**config.mk**
```make
export PLATFORM = sky130hd
export DESIGN_NAME = ypd_ctrl
export DESIGN_NICKNAME = d
export VERILOG_FILES = /design/src/sv/ypd_pkg.sv /design/src/sv/ypd_ctrl.sv
export SDC_FILE = /design/constraint.sdc
export NUM_CORES = 1
export LEC_CHECK = 0
export BUFFER_PORTS_ARGS = -buffer_cell sky130_fd_sc_hd__buf_2
export CELL_PAD_IN_SITES_DETAIL_PLACEMENT = 0
export CELL_PAD_IN_SITES_GLOBAL_PLACEMENT = 2
export CORE_AREA = 2 2 64 66
export DETAILED_ROUTE_END_ITERATION = 6
export DIE_AREA = 0 0 66 68
export HOLD_SLACK_MARGIN = 0.12
export PLACE_DENSITY = 0.74
export SYNTH_ARGS = -nofsm -noshare
export SYNTH_HDL_FRONTEND = slang
export SYNTH_SLANG_ARGS = --single-unit
export TNS_END_PERCENT = 100
```
**constraint.sdc**
```tcl
create_clock -name clk -period 1.7 [get_ports clk]
set_input_delay 0.255 -clock clk [delete_from_list [all_inputs] [get_ports clk]]
set_output_delay 0.255 -clock clk [all_outputs]
set_load 0.01 [all_outputs]
```
**src/sv/ypd_pkg.sv**
```systemverilog
// Shared types and constants for the YIN pitch detector.
// No dependencies; imported by all ypd_* modules and the top level.
`default_nettype none
package ypd_pkg;

  localparam int SR_W      = 18;
  localparam int THR_W     = 16;
  localparam int HW_W      = 10;
  localparam int CFG_AW    = 2;
  localparam int NORM_W    = 24;
  localparam int LAG_W     = 18;
  localparam int PITCH_W   = 26;
  localparam int PROB_W    = 17;
  localparam int QW        = 34;
  localparam int STEP_W    = 6;
  localparam int LS_W      = 36;
  localparam int OUT_DW    = 64;

  localparam logic [NORM_W-1:0]  NORM_SAT  = 24'hFFFFFF;
  localparam logic [NORM_W-1:0]  NORM_ONE  = 24'h010000;
  localparam logic [LAG_W-1:0]   LAG_MAX   = 18'h3FFFF;
  localparam logic [PITCH_W-1:0] PITCH_MAX = 26'h3FFFFFF;
  localparam logic [STEP_W-1:0]  NORM_STEPS = 6'd24;
  localparam logic [STEP_W-1:0]  FULL_STEPS = 6'd34;

  typedef enum logic [CFG_AW-1:0] {
    REG_SAMPLE_RATE = 2'd0,
    REG_THRESHOLD   = 2'd1,
    REG_HALF_WINDOW = 2'd2
  } cfg_reg_t;

  typedef struct packed {
    logic smp_wr;
    logic frame_start;
    logic mac_issue;
    logic mul;
    logic norm_load;
    logic norm_upd;
    logic ip_prep;
    logic ip_load;
    logic ip_fin;
    logic pitch_load;
    logic pitch_fin;
    logic res_load;
  } ypd_cmd_t;

  typedef struct packed {
    logic frame_end;
    logic last_i;
    logic pipe_busy;
    logic div_busy;
    logic last_tau;
    logic found;
    logic no_succ;
    logic den_zero;
    logic lag_zero;
    logic out_free;
  } ypd_stat_t;

  function automatic logic [LAG_W-1:0] lag_sat(input logic signed [LS_W-1:0] v);
    logic [LAG_W-1:0] r;
    if (v < 0) r = '0;
    else if (v > $signed({{(LS_W-LAG_W){1'b0}}, LAG_MAX})) r = LAG_MAX;
    else r = v[LAG_W-1:0];
    return r;
  endfunction

endpackage
`default_nettype wire

```
**src/sv/ypd_ctrl.sv**
```systemverilog
// Frame sequencer: sample capture, per-lag MAC and divide, interpolation, pitch.
// Depends on ypd_pkg; drives ypd_datapath through ypd_cmd_t.
`default_nettype none
module ypd_ctrl import ypd_pkg::*; (
  input  wire logic      clk,
  input  wire logic      rst_n,
  input  wire logic      in_valid,
  output logic           in_ready,
  input  wire ypd_stat_t stat,
  output ypd_cmd_t       cmd
);

  typedef enum logic [10:0] {
    S_IDLE  = 11'b00000000001,
    S_MAC   = 11'b00000000010,
    S_DRAIN = 11'b00000000100,
    S_NCHK  = 11'b00000001000,
    S_NDIV  = 11'b00000010000,
    S_IPREP = 11'b00000100000,
    S_ICHK  = 11'b00001000000,
    S_IDIV  = 11'b00010000000,
    S_PLOAD = 11'b00100000000,
    S_PDIV  = 11'b01000000000,
    S_RES   = 11'b10000000000
  } state_t;

  state_t state_r, state_nxt;

  assign in_ready = state_r == S_IDLE;

  always_comb begin
    state_nxt = state_r;
    cmd       = '0;
    unique case (state_r)
      S_IDLE: begin
        if (in_valid) begin
          cmd.smp_wr = 1'b1;
          if (stat.frame_end) begin
            cmd.frame_start = 1'b1;
            state_nxt       = S_MAC;
          end
        end
      end
      S_MAC: begin
        cmd.mac_issue = 1'b1;
        if (stat.last_i) state_nxt = S_DRAIN;
      end
      S_DRAIN: begin
        if (!stat.pipe_busy) begin
          cmd.mul   = 1'b1;
          state_nxt = S_NCHK;
        end
      end
      S_NCHK: begin
        cmd.norm_load = 1'b1;
        state_nxt     = S_NDIV;
      end
      S_NDIV: begin
        if (!stat.div_busy) begin
          cmd.norm_upd = 1'b1;
          state_nxt    = stat.last_tau ? S_IPREP : S_MAC;
        end
      end
      S_IPREP: begin
        cmd.ip_prep = 1'b1;
        if (!stat.found) state_nxt = S_RES;
        else if (stat.no_succ) state_nxt = S_PLOAD;
        else state_nxt = S_ICHK;
      end
      S_ICHK: begin
        if (stat.den_zero) begin
          state_nxt = S_PLOAD;
        end else begin
          cmd.ip_load = 1'b1;
          state_nxt   = S_IDIV;
        end
      end
      S_IDIV: begin
        if (!stat.div_busy) begin
          cmd.ip_fin = 1'b1;
          state_nxt  = S_PLOAD;
        end
      end
      S_PLOAD: begin
        cmd.pitch_load = 1'b1;
        state_nxt      = stat.lag_zero ? S_RES : S_PDIV;
      end
      S_PDIV: begin
        if (!stat.div_busy) begin
          cmd.pitch_fin = 1'b1;
          state_nxt     = S_RES;
        end
      end
      S_RES: begin
        if (stat.out_free) begin
          cmd.res_load = 1'b1;
          state_nxt    = S_IDLE;
        end
      end
      default: state_nxt = S_IDLE;
    endcase
  end

  always_ff @(posedge clk) begin
    if (!rst_n) state_r <= S_IDLE;
    else state_r <= state_nxt;
  end

endmodule
`default_nettype wire

```
== Word level (Yosys, flattened, before mapping) ==
Cells that the tools add are included.

* Input port bits: 13
* Word-level logic and storage cells: 52
* Register bits: 11

* Reductions and logical operators: 1
* Multiplexer cells: 31
* Equality and inequality tests: 19

{| class="wikitable"
|+ Operators by type and width
! operator !! number
|-
| 11-bit one-hot mux with 11 select lines || 1
|-
| 11-bit two-way mux || 10
|-
| 9-bit two-way mux || 2
|-
| 1-bit two-way mux || 15
|-
| 2-bit inequality test (second input constant) || 7
|-
| 11-bit by 1-bit equality test with 1-bit output (second input constant) || 1
|-
| 11-bit by 10-bit equality test with 1-bit output (second input constant) || 1
|-
| 11-bit equality test (second input constant) || 1
|-
| 11-bit by 2-bit equality test with 1-bit output (second input constant) || 1
|-
| 11-bit by 3-bit equality test with 1-bit output (second input constant) || 1
|-
| 11-bit by 4-bit equality test with 1-bit output (second input constant) || 1
|-
| 11-bit by 5-bit equality test with 1-bit output (second input constant) || 1
|-
| 11-bit by 6-bit equality test with 1-bit output (second input constant) || 1
|-
| 11-bit by 7-bit equality test with 1-bit output (second input constant) || 1
|-
| 11-bit by 8-bit equality test with 1-bit output (second input constant) || 1
|-
| 11-bit by 9-bit equality test with 1-bit output (second input constant) || 1
|-
| 8-bit AND reduction || 1
|-
| 6-bit two-way mux || 1
|-
| 2-bit two-way mux || 2
|-
| 2-bit by 1-bit inequality test with 1-bit output (second input constant) || 1
|}

== Longest topological paths before layout ==
Gate-level depths: netlist of run 1.

* Depth in word-level cells: 3
* Depth in mapped cells: 6
* Depth with buffers taken out: 5

== Worst setup path after synthesis of run 1 ==
OpenSTA, ideal clock, no wires.

* Path kind: register to output
* Start: reg state_r[1]
* End: out cmd[1] (netlist bit)
* Arrival time: 1,405 ps
* Stages on the path, launching flop included: 6
* Buffers on the path: 1
* Required time: 1,445 ps
* Path slack: 40 ps
* Cell sequence: dfxtp_1 -> clkbuf_2 -> nor3_1 -> and2_1 -> nand2_1 -> nor4_1

{| class="wikitable"
|+ RTL lines
! what !! line !! RTL
|-
| from (decl) || ypd_ctrl.sv:27 || <nowiki>state_t state_r, state_nxt;</nowiki>
|-
| from (signal assigned) || ypd_ctrl.sv:106 || <nowiki>else state_r <= state_nxt;</nowiki>
|-
| to (decl) || ypd_ctrl.sv:10 || <nowiki>output ypd_cmd_t cmd</nowiki>
|}

==> results.ini, run 1 <==
[status]
status = finished, violations left
violations = setup timing

[worst_setup_path]
path_max_fanout = 6
crit_slowest_cell = dfxtp_4
required_ps = 1440
crit_start = state_r[1]
r2r_cells = 9
crit_path_cell_trace = buf_6 -> nor4_4 -> nand3_2 -> nor3b_2 -> buf_2
rr_startpoint = state_r[1]
cp-start-kind = register
path_depth = 5
crit_path_max_incr_delay_ps = 360
crit_type = register to output pin
cp-end-kind = output pin
critPathBufInv = 2
cp_top_family = simple AND/OR/NAND/NOR gates
worstPathArrival_ps = 1570

[die]
rows = 23
die_h_um = 68
core_um2 = 3860
die_w_um = 66
dieArea_um2 = 4490
io_pins = 26
start_util = 0.239

[drt]
vias = 1127
drc_errors = 0
drt_iter0_markers = 48
ant_nets = 0
viasPerCell = 5.15
dr.pass1.iters = 4
routedWlPerCell_um = 14.7
wl_um = 3230

[worst_hold_path]
hold_path.startpoint = rst_n
hold_path_class = input pin to register
min_path_cells = 2

[cells_and_area]
largest_reg_flops = 11
top_register = state_r
fin_nets = 183
syn2layout_area_growth_pct = 67.8
num_antenna_cells = 0
reg.largest.list = state_r: 11 flops
fin_util = 0.401
drive_gt1_frac = 0.604

[synthesis]
synth_largest_area_cell = dfxtp_1
synth_nets = 131
synth.distinct_cells = 44
yosysMostFrequentCell = nor2_1
postSynthCellCount = 118
synth_ff_type = dfxtp_1
yosysWarnings = 0
syn_area_per_cell_um2 = 7.81
ys_ff_latch = 11
synth_common_cells = 12 x nor2_1, 11 x dfxtp_1, 9 x o21ai_0
synth_top_area_frac = 0.239
netlist_area_um2 = 922
yosysSeqAreaShare = 0.239
netlist_top_cells_area = dfxtp_1 24%, o21ai_0 4.9%, nor2_1 4.9%, a21oi_1 4.3%, nor3_1 4.3%
async_flop_share = 0
synth_edf_count = 0

[sta]
fin_worst_skew_ps = 1.94
fin_crit_sh = 1.07
drv_slew = 0
rsz0062_at_grt = true
max_freq_ghz = 0.549
relSlewSlack = 0.770
setup_viol = 7
hold_viol_final = 0
fin_crit_ps = 1820
setup_slack_ps = -122
worst_pin_slew_ps = 342

[placement]
hpwl_um = 2310
portBuffers = 25
gp_congestion = 0.908

[global_route]
grt_start_max_net_pins = 11
grt_use_total = 0.137
grt_pass1_vias = 968
grt_overflow_total = 0
grt_pass1_wl_um = 4700
antenna_found_initial = 0

[clocking]
cts_tree = yes
cts.sinks = 11
clock_latency_ps = 240
clk_path_buf_depth = 2
cts_buffers = 3
clkTransAtPathRegs_ps = 50
cts_root_buf = clkbuf_8
ctsHoldBuffers = 0
htreeDepth = 1

[power_and_ir_drop]
powerDensity_nw_per_um2 = 947
fin_total_pwr_w = 0.00147
ir_drop_mv = 0.289
p_leak_nw = 0.660

[flow_run]
drv_cap = 0

placed cells by master (no fill, tap or decap), types with 3 or more instances in the layout:
| master | n |
|---|---|
| a21oi_1 | 8 |
| and2_4 | 3 |
| buf_2 | 22 |
| buf_4 | 26 |
| buf_6 | 6 |
| clkbuf_8 | 3 |
| dfxtp_2 | 7 |
| dfxtp_4 | 3 |
| nand4_1 | 4 |
| nand4b_1 | 3 |
| nor2_1 | 7 |
| nor2_2 | 3 |
| nor3_1 | 4 |
| nor3_4 | 3 |
| o21ai_0 | 8 |
| o31ai_1 | 4 |
report_power, final:
part           internal [W]  total (W)  switching [W]
clock network      0.000164   0.000261      0.0000963
logic              0.000471   0.000868       0.000397
registers          0.000290   0.000337      0.0000472
total              0.000926    0.00147       0.000541
per-stage QoR:
step / worst slack, ps / TNS, ps / instance area (µm²) / hold WS, ps / std cells
finish: -122 / -484 / 1550 / 267 / 219
global route: -203 / -1420 / 1550 / 286 / 219
CTS: -97.3 / -448 / 1330 / 278 / 210
detailed placement: -21.5 / -47.8 / 1180 / 522 / 201
global placement: -97.7 / -327 / 1180 / 496 / 201
floorplan: 40.0 / 0 / 922 / 356 / 118
logic make-up after synthesis:
kind of cell / after synthesis / synth area share
flip-flops: 11 / 0.239
buffers and inverters: 11 / 0.0841
AND/OR/NAND/NOR: 63 / 0.448
AO/OA/AOI/OAI: 30 / 0.201
XOR/XNOR: 3 / 0.0285
metal layers:
layer,global-route usage,vias up,part of all wire
met5,0,-,0
met2,0.237,36,0.50
met3,0.0148,4,0.037
met4,0.0383,0,0.0084
met1,0.182,531,0.46
li1,-,556,-
path summary, 6_finish.rpt:
path | end | slack [ps]
worst max-delay path | cmd[3] | -120
worst min-delay path | state_r[0] | 270
worst max register to register | state_r[8] | -80
worst min register to register | state_r[1] | 520
area by class of cell:
cell class              instances  area (µm²)
inverters                       3        11.3
flip-flops and latches         11         240
well taps                      50        62.6
clock buffers                   4        45.0
fillers                       407        2310
repair buffers                 55         393
multi-input cells              96         796
what timing repair did:
| action | in CTS | in global routing |
|---|---|---|
| pin swaps | 7 | 17 |
| gates resized for setup | 20 | 38 |
| setup endpoints to repair | 14 | 17 |
| buffers inserted | 5 | 9 |
Note: power is estimated with default switching activity, not from simulation.
==> run 2: changes to the inputs <==
--- a/config.mk
+++ b/config.mk
@@ -16,4 +16,4 @@
 export SYNTH_ARGS = -nofsm -noshare
 export SYNTH_HDL_FRONTEND = slang
 export SYNTH_SLANG_ARGS = --single-unit
-export TNS_END_PERCENT = 100
+export TNS_END_PERCENT = 1
==> run 2 against run 1 <==
The run still ends with setup timing left. Cell count down 4.6%. Sequential cell count unchanged. Non-clock buffer count down 10. Combinational power down 16%. Fmax down 0.20%. Total power down 8.6%. Sequential share of layout area up 1.3 points. Clock power up 2%. First-iteration DRC count down 25%. Count of clock-buffer cells in the layout unchanged. Sequential power up 3%. Critical path type unchanged. Largest power group unchanged. Highest routed layer unchanged.
==> results.ini, run 2 (synthesis results as in run 1) <==
[cells_and_area]
multiInputGateArea_um2 = 739  ; -7.1%
fin_nets = 173  ; -5.5%
drive_gt1_frac = 0.503  ; -0.100
fin_util = 0.360  ; -0.0419
fillers = 436  ; +7.1%
num_antenna_cells = 0  ; unchanged
reg.largest.list = state_r: 11 flops
finalNonFillerCells = 209  ; -4.6%
largest_reg_flops = 11  ; unchanged
layout_common_cells = 25 x buf_2, 17 x buf_4, 8 x nor2_1, 8 x o21ai_0, 8 x a21oi_1
syn2layout_area_growth_pct = 50.3
final_common_cell = buf_2
seqCellArea_um2 = 233  ; -3.1%
fin_area_um2 = 1390  ; -10%
top_register = state_r

[global_route]
grt_use_total = 0.135  ; -0.00248
grtUsageMet1 = 0.182  ; about the same
grt_pass1_wl_um = 4600  ; -2.2%
antenna_found_initial = 0  ; unchanged
grt_overflow_total = 0  ; unchanged
use_met2 = 0.229  ; -0.00884
grt-busiest-layer = met2
grt_start_max_net_pins = 11  ; unchanged
use_met3 = 0.0148  ; unchanged
grt_pass1_vias = 946  ; -2.3%

[drt]
drc_errors = 0  ; unchanged
routedWlPerCell_um = 14.8  ; +0.34%
ant_nets = 0  ; unchanged
wl_um = 3090  ; -4.2%
dr.pass1.iters = 4  ; unchanged
viasPerCell = 5.13  ; -0.24%
vias = 1073  ; -4.8%
drt_iter0_markers = 36  ; -25%

[power_and_ir_drop]
p_comb_frac = 0.542  ; -0.050
ir_drop_mv = 0.281  ; -3.0%
p_int_w = 0.000836  ; -9.7%
powerDensity_nw_per_um2 = 967  ; +2.1%
p_leak_nw = 0.598  ; -9.4%
power_switching_w = 0.000505  ; -6.7%
p_sw_frac = 0.376  ; +0.00765
clockPowerShare = 0.199  ; +0.021
p_seq_frac = 0.260  ; +0.030

[sta]
worst_pin_slew_ps = 328  ; -14.3 ps
setup_viol = 8  ; +1
drv_slew = 0  ; unchanged
rsz0062_at_grt = true
hold_viol_final = 0  ; unchanged
fin_crit_ps = 1830  ; +3.62 ps
relSlewSlack = 0.780  ; +0.00960
fin_worst_skew_ps = 0.536  ; -1.41 ps
timing.hold.ws_ps = 263  ; -4.46 ps
setup_slack_ps = -126  ; -3.62 ps
max_freq_ghz = 0.548  ; -0.20%
fin_crit_sh = 1.07  ; +0.00213

[placement]
hpwl_um = 2310  ; unchanged
dpl_cell_area_um2 = 1180  ; unchanged
gp_congestion = 0.908  ; unchanged
portBuffers = 25  ; unchanged
place_inst = 201  ; unchanged

[die]
start_util = 0.239  ; unchanged
io_pins = 26  ; unchanged
die_h_um = 68  ; unchanged
rows = 23  ; unchanged
core_um2 = 3860  ; unchanged
die_w_um = 66  ; unchanged
dieArea_um2 = 4490  ; unchanged

[clocking]
clock_latency_ps = 240  ; about the same
ctsHoldBuffers = 0  ; unchanged
cts_root_buf = clkbuf_8
htreeDepth = 1  ; unchanged
clkTransAtPathRegs_ps = 50  ; about the same
cts_tree = yes
cts.sinks = 11  ; unchanged
clk_path_buf_depth = 2  ; unchanged
cts_buffers = 3  ; unchanged

[worst_hold_path]
hold_path_class = input pin to register

[worst_setup_path]
crit_type = register to output pin
cp-start-kind = register
path_max_fanout = 7  ; +1
cp-end-kind = output pin
worstPathArrival_ps = 1570  ; about the same
required_ps = 1440  ; about the same

[status]
violations = setup timing
status = finished, violations left

[flow_run]
drv_cap = 0  ; unchanged

[run 2: worst max-delay path: stages (launching register included)]
cell     delay, ps
dfxtp_4        370
buf_6          130
nor4_4         350
nand3_2        150
nor3b_2        180
buf_2          150
[run 2: repair_timing]
item	in CTS	in global routing
pin swaps	6	5
gates resized for setup	19	17
endpoints found under the setup margin	14	17
buffers inserted	3	1
[run 2: metrics by stage]
| stage | worst slack [ps] | TNS [ps] | power (W) |
|---|---|---|---|
| CTS | -97.5 | -506 | 0.00124 |
| detailed placement | -21.5 | -47.8 | 0.000880 |
| floorplan | 40.0 | 0 | 0.000664 |
| finish | -126 | -426 | 0.00134 |
| global route | -215 | -1430 | 0.00143 |
| global placement | -97.7 | -327 | 0.000874 |
[run 2: power by group through the flow]
stage          combinational (W)  clock [W]  sequential [W]
4_1_cts                 0.000648   0.000263        0.000324
5_1_grt                 0.000796   0.000275        0.000355
2_1_floorplan           0.000357          0        0.000307
3_5_place_dp            0.000561          0        0.000319
6_report                0.000726   0.000266        0.000348
3_3_place_gp            0.000554          0        0.000320
[run 2: metal layers]
metal | share of wire | wire length (µm)
met1 | 0.46 | 1410
met5 | 0 | 0
met3 | 0.045 | 140
met4 | 0.0094 | 29
met2 | 0.49 | 1510
[run 2: layout make-up]
| class | count | area share |
|---|---|---|
| timing repair buffer | 45 | 0.213 |
| tap | 50 | 0.0451 |
| sequential | 11 | 0.168 |
| inverter | 3 | 0.00812 |
| clock buffer | 4 | 0.0325 |
| multi-input combinational | 96 | 0.533 |
[run 2: worst paths after layout]
kind	endpoint	slack, ps	startpoint	cells past startpoint
worst max-delay path	cmd[3]	-130	state_r[1]	5
worst min-delay path	state_r[0]	260	rst_n	2
worst max register to register	state_r[9]	30	state_r[10]	5
worst min register to register	state_r[1]	540	state_r[1]	2
